### src/design/wcts_pkg.sv
package wcts_pkg;

	localparam int STRIP_W = 16;
	localparam int NUM_W   = 29;
	localparam int PADDR_W = 4;

	localparam logic [1:0] REG_VIEW_ROWS  = 2'd0;
	localparam logic [1:0] REG_GRID_PITCH = 2'd1;
	localparam logic [1:0] REG_FOCAL_LEN  = 2'd2;

	localparam logic [10:0] VIEW_ROWS_RST  = 11'd600;
	localparam logic [8:0]  GRID_PITCH_RST = 9'd64;
	localparam logic [11:0] FOCAL_LEN_RST  = 12'd692;

	localparam logic [31:0] ALPHA_MASK = 32'hFF000000;
	localparam logic [31:0] RGB_HALF_MASK = 32'h007F7F7F;

	typedef struct packed {
		logic [10:0] view_rows;
		logic [8:0]  grid_pitch;
		logic [11:0] focal_len;
	} cfg_t;

	typedef struct packed {
		logic        req;
		logic [9:0]  column;
		logic [9:0]  row;
		logic [23:0] ray_len;
		logic [15:0] hit;
		logic        vert;
		logic        tex_ok;
		logic [3:0]  tex_num;
		logic [11:0] tindex;
		logic [31:0] tvalue;
	} req_t;

	typedef struct packed {
		req_t             it;
		logic [STRIP_W-1:0] strip;
		logic [8:0]       hmod;
	} sdiv_t;

	typedef struct packed {
		req_t       it;
		logic       in_strip;
		logic       go;
		logic [7:0] tx;
		logic [7:0] ty;
	} tyd_t;

	function automatic logic [31:0] halve_rgb(input logic [31:0] c);
		return (c & ALPHA_MASK) | ((c >> 1) & RGB_HALF_MASK);
	endfunction

endpackage

### src/design/wcts_ty_div.sv
module wcts_ty_div #(
	parameter int TEX_WIDTH  = 64,
	parameter int TEX_HEIGHT = 64
) (
	input  logic            clk,
	input  logic            arst_n,
	input  wcts_pkg::cfg_t  cfg,
	input  logic            in_valid,
	output logic            in_ready,
	input  wcts_pkg::sdiv_t in_item,
	output logic            out_valid,
	input  logic            out_ready,
	output wcts_pkg::tyd_t  out_item
);
	import wcts_pkg::*;

	localparam int QB = $clog2(TEX_HEIGHT);
	localparam int NS = QB + 1;

	typedef struct packed {
		req_t               it;
		logic               in_strip;
		logic               go;
		logic [7:0]         tx;
		logic [STRIP_W-1:0] strip;
		logic [24:0]        trem;
		logic [7:0]         ty;
	} ty_stage_t;

	ty_stage_t     stg_s [NS];
	ty_stage_t     nxt [NS];
	logic [NS-1:0] vld_s;
	logic [NS-1:0] en;

	always_comb begin
		en[NS-1] = !vld_s[NS-1] || out_ready;
		for (int k = NS - 2; k >= 0; k--) begin
			en[k] = !vld_s[k] || en[k+1];
		end
	end

	assign in_ready = en[0];

	always_comb begin
		logic [9:0]  center;
		logic [14:0] half;
		logic [15:0] top;
		logic [15:0] bot;
		logic [16:0] dft;
		logic [12:0] r;
		logic [25:0] ssh;
		int          b;
		center = cfg.view_rows[10:1];
		half   = in_item.strip[15:1];
		if ({6'b0, center} > {1'b0, half}) begin
			top = {6'b0, center} - {1'b0, half};
		end else begin
			top = 16'd0;
		end
		bot = {6'b0, center} + {1'b0, half};
		if (bot > {5'b0, cfg.view_rows}) begin
			bot = {5'b0, cfg.view_rows};
		end
		dft = 17'(in_item.it.row) + 17'(half) - 17'(center);
		// reduce the tile offset to a texture column
		r = {4'b0, in_item.hmod};
		for (int j = 4; j >= 0; j--) begin
			if (r >= 13'(TEX_WIDTH << j)) begin
				r = r - 13'(TEX_WIDTH << j);
			end
		end
		nxt[0]          = '0;
		nxt[0].it       = in_item.it;
		nxt[0].in_strip = ({6'b0, in_item.it.row} >= top) && ({6'b0, in_item.it.row} < bot);
		nxt[0].go       = nxt[0].in_strip && in_item.it.tex_ok && (in_item.strip != '0);
		nxt[0].tx       = r[7:0];
		nxt[0].strip    = in_item.strip;
		nxt[0].trem     = 25'(dft * TEX_HEIGHT);
		for (int k = 1; k < NS; k++) begin
			b      = QB - k;
			nxt[k] = stg_s[k-1];
			ssh    = {10'b0, stg_s[k-1].strip} << b;
			if ({1'b0, stg_s[k-1].trem} >= ssh) begin
				nxt[k].trem  = stg_s[k-1].trem - ssh[24:0];
				nxt[k].ty[b] = 1'b1;
			end
		end
	end

	always_ff @(posedge clk or negedge arst_n) begin
		if (!arst_n) begin
			vld_s <= '0;
		end else begin
			if (en[0]) begin
				vld_s[0] <= in_valid;
			end
			for (int k = 1; k < NS; k++) begin
				if (en[k]) begin
					vld_s[k] <= vld_s[k-1];
				end
			end
		end
	end

	always_ff @(posedge clk) begin
		for (int k = 0; k < NS; k++) begin
			if (en[k]) begin
				stg_s[k] <= nxt[k];
			end
		end
	end

	assign out_valid         = vld_s[NS-1];
	assign out_item.it       = stg_s[NS-1].it;
	assign out_item.in_strip = stg_s[NS-1].in_strip;
	assign out_item.go       = stg_s[NS-1].go;
	assign out_item.tx       = stg_s[NS-1].tx;
	assign out_item.ty       = stg_s[NS-1].ty;

endmodule

### config.mk
export PLATFORM = sky130hd
export DESIGN_NAME = wcts_ty_div
export DESIGN_NICKNAME = d
export VERILOG_FILES = /design/src/design/wcts_pkg.sv /design/src/design/wcts_ty_div.sv
export SDC_FILE = /design/constraint.sdc
export NUM_CORES = 1
export LEC_CHECK = 0
export BUFFER_PORTS_ARGS = -buffer_cell sky130_fd_sc_hd__buf_4
export CORE_ASPECT_RATIO = 0.7
export CORE_MARGIN = 10
export CORE_UTILIZATION = 65
export CTS_CLUSTER_SIZE = 30
export DETAILED_ROUTE_END_ITERATION = 10
export GPL_TIMING_DRIVEN = 0
export HOLD_SLACK_MARGIN = 0.03
export PLACE_DENSITY = 0.85
export RECOVER_POWER = 25
export SYNTH_ARGS = -nofsm -noshare
export SYNTH_HDL_FRONTEND = slang
export SYNTH_SLANG_ARGS = --single-unit
### constraint.sdc
create_clock -name clk -period 20.8 [get_ports clk]
set_clock_uncertainty 0.05 [all_clocks]
set_input_delay 1.04 -clock clk [delete_from_list [all_inputs] [get_ports clk]]
set_output_delay 1.04 -clock clk [all_outputs]
set_load 0.01 [all_outputs]
==> impl_metrics.py, run 1 <==
metrics = {
    "sta": {
        "clock.fmax_mhz": 155,
        "slew_headroom_pct": 35.4,
        "finalSetupTns_ps": 0,
        "rsz0062_at_grt": "no",
        "worst_pin_slew_ps": 965,
        "drv_slew": 0,
        "timing.final.crit_share_pct": 31.1,
        "fin_crit_ps": 6460,
        "holdWs_ps": 209,
        "hold_viol_final": 0,
        "finalSetupViolCount": 0,
    },
    "pwr": {
        "cellPowerDensity_nw_per_um2": 140,
        "max-vdd-ir-drop_mv": 0.0819,
        "p_leak_nw": 19.4,
    },
    "floorplan": {
        "core_um2": 64800,
        "num_rows": 78,
        "dieArea_um2": 76200,
        "die_height_um": 234,
        "start_util_pct": 65.6,
        "ios": 303,
        "die_w_um": 326,
    },
    "logic_synthesis": {
        "synth_async_sr_flop_share_pct": 0.638,
        "syn-cell-area_um2": 42500,
        "yosys.area.top_type_share_pct": 77.0,
        "yosysWarnings": 0,
        "synth_area_leaders": "edfxtp_1, ha_1, inv_1",
        "synth_mux_area_share_pct": 0.889,
        "yosysUniqueCellTypes": 84,
        "netlist_instances": 2499,
        "synth_simple_gate_area_share_pct": 5.51,
        "synthFlopType": "edfxtp_1",
        "synth_edf_count": 1091,
        "synth_common_cells": "edfxtp_1, inv_1, ha_1",
        "yosysSeqAreaShare_pct": 77.5,
        "synth_fa_ha_area_share_pct": 6.21,
        "yosys.area.top_type": "edfxtp_1",
        "synth_xor_area_share_pct": 2.08,
        "synth_top_family_by_area": "adder cells",
        "synth_most_common_cell": "edfxtp_1",
        "syn_area_per_cell_um2": 17.0,
        "ys_seq_elements": 1098,
        "synth_compound_area_share_pct": 5.74,
    },
    "clock_network": {
        "cts_made_buffers": 95,
        "root_buffer": "clkbuf_16",
        "h-tree-depth": 3,
        "cts_sinks": 1098,
        "path_clk_slew_ps": 70,
        "cts_buffer_depth": 3,
        "ctsHoldBuffers": 0,
        "clk-insertion-delay-late_ps": 670,
        "cts_resized": 0,
        "cts_tree": "built",
        "post-cts-setup-buffers": 0,
    },
    "layout": {
        "syn2layout_area_growth_pct": 16.8,
        "instances_no_fill": 3871,
        "fin_util_pct": 76.7,
        "nets": 3274,
        "layout-drive-gt1-share_pct": 17.8,
        "fillers": 3389,
        "finalInstanceArea_um2": 49700,
    },
    "detailed_routing": {
        "first_pass_iters": 7,
        "dr.first_iter.drc_count": 3269,
        "vias": 24000,
        "antenna_left": 0,
        "wl_per_cell_um": 27.9,
        "wl_um": 108000,
        "via_per_inst": 6.20,
        "drcViolationCount": 0,
    },
    "placed_design": {
        "gp_congestion": 0.935,
        "placed_cells": 3684,
        "dpl-instance-area_um2": 46300,
        "dpl.hpwl_um": 67600,
        "io_buffer_count": 278,
    },
    "flow_run": {
        "maxCapViolations": 0,
    },
    "critical_path": {
        "worst_r2r_path_depth": 7,
        "cp_max_fo": 10,
        "worstSetupEndpointType": "flip-flop",
        "start_kind": "input port",
        "crit_arrival_ps": 6760,
        "path_class": "in2reg",
        "cp.required_ps": 21100,
    },
    "global_route": {
        "grt_max_degree": 102,
        "grt_overflow": 0,
        "antenna_found_initial": 6,
        "grt_pass1_vias": 24100,
        "grt_pass1_wl_um": 158000,
        "grt_usage_pct": 28.1,
    },
    "outcome": {
        "status": "finished, final reports clean",
    },
    "min_path": {
        "hp-class": "in2async",
    },
}
kinds of logic after synthesis:
group           Yosys count
xor+xnor                101
flops                  1098
fa+ha+maj               201
simple gates            461
buf+inv                 224
mux                      33
compound gates          379
other cells               2
stage by stage:
| stage | worst slack, ps | total power, W |
|---|---|---|
| finish | 14340 | 0.00697 |
| floorplan | 7750 | 0.00436 |
| CTS | 14450 | 0.00693 |
| detailed placement | 13830 | 0.00491 |
| global placement | 1190 | 0.00480 |
| global route | 13960 | 0.00720 |
critical path, stage by stage:
cell and delay (ps):
buf_4 170, inv_1 90, ha_1 370, nand2b_1 190, a221oi_1 430, o21bai_1 130
a21oi_1 250, o21ai_0 110, nand2b_1 100, xnor2_1 200, ha_1 320, o211ai_1 110
a21oi_1 120, a2111oi_0 600, o22ai_1 220, or3_1 360, buf_6 170, mux2i_1 130
ha_1 310, a21o_1 110, a21oi_1 80, a211oi_1 340, o21ai_0 140, o21ai_0 500
a211oi_2 170
state kept, by name, summed over array words and instances (netlist names):
| register | cells |
|---|---|
| stg_s | 1091 |
| vld_s | 7 |
area by class of cell:
class                           instances  area [µm²]  share of cell area [%]
Sequential cell                      1098       32900                    66.3
Multi-Input combinational cell       1182        8760                    17.6
Timing Repair Buffer                  300        2570                    5.18
Clock buffer                          111        2480                    4.99
Tap cell                              880        1100                    2.22
Clock inverter                         69         917                    1.85
Inverter                              195         744                    1.50
Buffer                                 29         159                   0.320
Antenna cell                            7        17.5                  0.0353
routing by layer:
metal	up-vias	GRT usage, %	part of all wire (%)
met4	0	10.2	4.1
met3	321	5.30	8.4
met1	11900	35.5	37
met2	1565	48.7	50
met5	-	0	0
li1	10200	-	-
cells in the final DEF (no fill, tap or decap), types with 12 or more instances in the layout:
cell type  Yosys  layout
clkbuf_1      11      26
clkinv_2       0      14
xor2_1        55      55
a21o_1        31      31
a211oi_1      17      17
o21ai_0       74      74
clkbuf_16      0      97
bufinv_16      0      19
o21a_1        26      26
fa_1          17      17
buf_4          2     279
nand2b_1      26      26
or3_1         13      13
xnor2_1       46      46
buf_16         0      13
ha_1         184     184
nor3_1        42      42
inv_1        194     192
nor2b_1       30      30
and3_1        12      12
a31oi_1       14      14
nand2_1      100      98
nand4_1       20      20
a21oi_1      118     118
nand3_1       27      25
nor2_1       118     118
edfxtp_1    1091    1091
clkinv_1       0      19
mux2_2        14      14
mux2i_1       13      13
power by group:
group          internal, W  switching [W]  leakage [nW]
logic             0.000617       0.000980          6.58
registers          0.00315       0.000286          11.2
clock network      0.00110       0.000834          1.62
worst paths after layout:
kind / slack (ps) / to / startpoint
setup / recovery: 14340 / stg_s[0][57] / cfg[23]
hold / removal: 210 / vld_s[1] / arst_n
setup reg to reg: 16040 / stg_s[1][5] / vld_s[6]
hold reg to reg: 320 / stg_s[3][76] / stg_s[2][76]
max in group asynchronous: 20210 / vld_s[2] / arst_n
min in group clk: 320 / stg_s[3][76] / stg_s[2][76]
Power figures use the tool's default switching activity.
==> inputs of run 2 (changes only) <==
ABC_AREA = 1   (was default)
CORE_UTILIZATION = 60   (was 65)
PLACE_DENSITY = 0.79   (was 0.85)
clock period = 6.6 ns   (was 20.8 ns; I/O delays follow)
==> run 2 against run 1 <==
Power grew to 3.1 times the previous value. First-iteration DRC count shrank 22%. Clock power rose to 2.9 times the previous value. Critical path type is now reg2out. Final area grew 1.3%. Critical endpoint is now in_ready.
==> impl_metrics.py, run 2 <==
metrics = {
    "placed_design": {
        "placed_cells": 3837,
        "dpl.hpwl_um": 60100,
        "gp_congestion": 1.02,
        "io_buffer_count": 278,
    },
    "critical_path": {
        "worst_r2r_path_depth": 21,
        "worstSetupEndpointType": "primary output",
        "rrSetupSlack_ps": 970,
        "start_kind": "flip-flop",
        "r2r-end": "stg_s[1][47]",
        "cp.required_ps": 6220,
        "critPathSlowestCell": "dfrtp_1",
        "crit_chain": "inv_1, nor2_1, bufinv_8, buf_16, nor2_1, clkinvlp_4, buf_12, buf_12, nor2_1, clkinvlp_4, buf_12, nor2_1, clkinvlp_4, buf_12, nor2_2, inv_8, buf_16, nor2_4, nand2_8, buf_16, buf_4",
        "crit_arrival_ps": 5890,
        "critPathBufInv": 14,
        "worstReg2RegStart": "vld_s[6]",
        "cp_max_fo": 119,
        "critPathMaxStageDelay_ps": 380,
        "cp_top_family": "buffers and inverters",
        "path_class": "reg2out",
    },
    "clock_network": {
        "cts_tree": "built",
        "cts_made_buffers": 96,
        "clk-insertion-delay-late_ps": 680,
        "cts_buffer_depth": 3,
        "h-tree-depth": 3,
        "path_clk_slew_ps": 80,
        "root_buffer": "clkbuf_16",
        "cts_sinks": 1098,
    },
    "global_route": {
        "grt_pass1_wl_um": 150000,
        "grt_max_degree": 120,
        "antenna_found_initial": 5,
        "grt_pass1_vias": 24200,
        "grt_usage_pct": 24.5,
        "grt_overflow": 0,
    },
    "pwr": {
        "fin_total_pwr_w": 0.0213,
        "p_leak_nw": 19.7,
        "max-vdd-ir-drop_mv": 0.236,
        "cellPowerDensity_nw_per_um2": 423,
    },
    "floorplan": {
        "ios": 303,
        "core_um2": 69800,
        "die_w_um": 337,
        "num_rows": 81,
        "dieArea_um2": 81600,
        "start_util_pct": 60.5,
        "die_height_um": 242,
    },
    "layout": {
        "reg_top3": "stg_s (1091), vld_s (7)",
        "nets": 3538,
        "layout_commonest_cell": "edfxtp_1",
        "largest-register": "stg_s",
        "layout-drive-gt1-share_pct": 15.1,
        "instances_no_fill": 4160,
        "final_cell_mix": "edfxtp_1, inv_1, nand2_1",
        "syn2layout_area_growth_pct": 19.1,
        "largest_reg_flops": 1091,
        "fillers": 4047,
    },
    "logic_synthesis": {
        "synth_most_common_cell": "edfxtp_1",
        "syn_area_per_cell_um2": 16.1,
        "yosysUniqueCellTypes": 62,
        "ys_seq_elements": 1098,
        "syn-cell-area_um2": 42300,
        "synthFlopType": "edfxtp_1",
        "yosysSeqAreaShare_pct": 78.0,
        "yosys.area.top_type": "edfxtp_1",
        "synth_edf_count": 1091,
        "synth_async_sr_flop_share_pct": 0.638,
        "netlist_instances": 2623,
        "synth_common_cells": "edfxtp_1, inv_1, nand2_1",
        "yosys.area.top_type_share_pct": 77.5,
        "yosysWarnings": 0,
        "synth_area_leaders": "edfxtp_1, ha_1, inv_1",
    },
    "detailed_routing": {
        "drcViolationCount": 0,
        "first_pass_iters": 6,
        "vias": 23300,
        "dr.first_iter.drc_count": 2563,
        "wl_per_cell_um": 24.2,
        "via_per_inst": 5.61,
        "antenna_left": 0,
        "wl_um": 101000,
    },
    "sta": {
        "fin_crit_ps": 6270,
        "slew_headroom_pct": 51.1,
        "rsz0062_at_grt": "no",
        "clock.fmax_mhz": 159,
        "drv_slew": 0,
        "finalSetupViolCount": 0,
        "timing.final.crit_share_pct": 95.1,
        "holdWs_ps": 248,
        "hold_viol_final": 0,
        "worst_pin_slew_ps": 725,
    },
    "min_path": {
        "hold_path_depth": 4,
        "hp-start": "cfg[22]",
        "min_to": "stg_s[0][14]",
        "hp-class": "in2reg",
    },
    "flow_run": {
        "maxCapViolations": 0,
    },
    "outcome": {
        "status": "finished, final reports clean",
    },
}
## run 2: worst max path at each step
stage / from / to / cells past startpoint
after detailed placement: out_ready / in_ready / 21
after floorplan: vld_s[6] / stg_s[1][100] / 13
after global routing: vld_s[6] / in_ready / 21
after global placement: vld_s[6] / stg_s[1][47] / 13
final: vld_s[6] / in_ready / 21
after CTS: vld_s[6] / in_ready / 21
## run 2: cell families (layout without fill, tap and decap cells)
family	count (synthesis)	in the layout	synth area share (%)
flip-flops	1098	1098	78.0
AND/OR/NAND/NOR	568	569	5.89
AO/OA/AOI/OAI	324	324	4.58
buffers and inverters	320	935	3.02
adder cells (fa/ha/maj)	201	201	6.25
XOR/XNOR	110	110	2.28
other	2	10	0.0178
## run 2: per-stage QoR
step	util [%]	worst slack (ps)	cell area, µm²	TNS, ps
after floorplan	-	-9760	42300	-5168710
after global placement	65.2	-16950	45500	-9966790
after detailed placement	65.8	-1110	46000	-184400
after CTS	72.3	27.7	50500	0
after global routing	72.1	5.60	50300	0
final	72.1	327	50300	0
## run 2: cell type report
class | count | area, µm² | share of cell area [%]
well taps | 913 | 1140 | 2.27
clock inverters | 59 | 598 | 1.19
diodes | 3 | 7.51 | 0.0149
clock buffers | 118 | 2540 | 5.04
multi-input cells | 1211 | 8090 | 16.1
inverters | 298 | 1170 | 2.32
flip-flops and latches | 1098 | 32900 | 65.5
plain buffers | 22 | 151 | 0.301
repair buffers | 438 | 3680 | 7.32
## run 2: worst reg2reg max path: cells and delay by family, from the launching register on
kind                   cells  cell delay (ps)
buffers and inverters     15             3920
DFF                        1              400
and+or+nand+nor            6              740
## run 2: timing repair
action                     4_1_cts  5_1_grt
pin swaps                        2        0
hold endpoints to repair       144        0
resized for setup                2        3
setup endpoints to repair      314        1
hold buffers                   137        0
setup buffers                    4        0
cloned                           1        1
## run 2: report_power, final
part / internal, W / leakage (nW) / total, W / switching [W]
clock: 0.00308 / 1.49 / 0.00571 / 0.00263
sequential: 0.00997 / 11.1 / 0.0108 / 0.000799
combinational: 0.00181 / 7.12 / 0.00481 / 0.00300
total: 0.0149 / 19.7 / 0.0213 / 0.00643
## run 2: per-layer routing
| layer | track usage, % | part of all wire (%) | up-vias |
|---|---|---|---|
| li1 | - | - | 10500 |
| met1 | 31.5 | 39 | 11400 |
| met2 | 42.5 | 51 | 1138 |
| met3 | 3.97 | 7.1 | 227 |
| met4 | 7.70 | 3.2 | 2 |
| met5 | 0 | 0.011 | - |
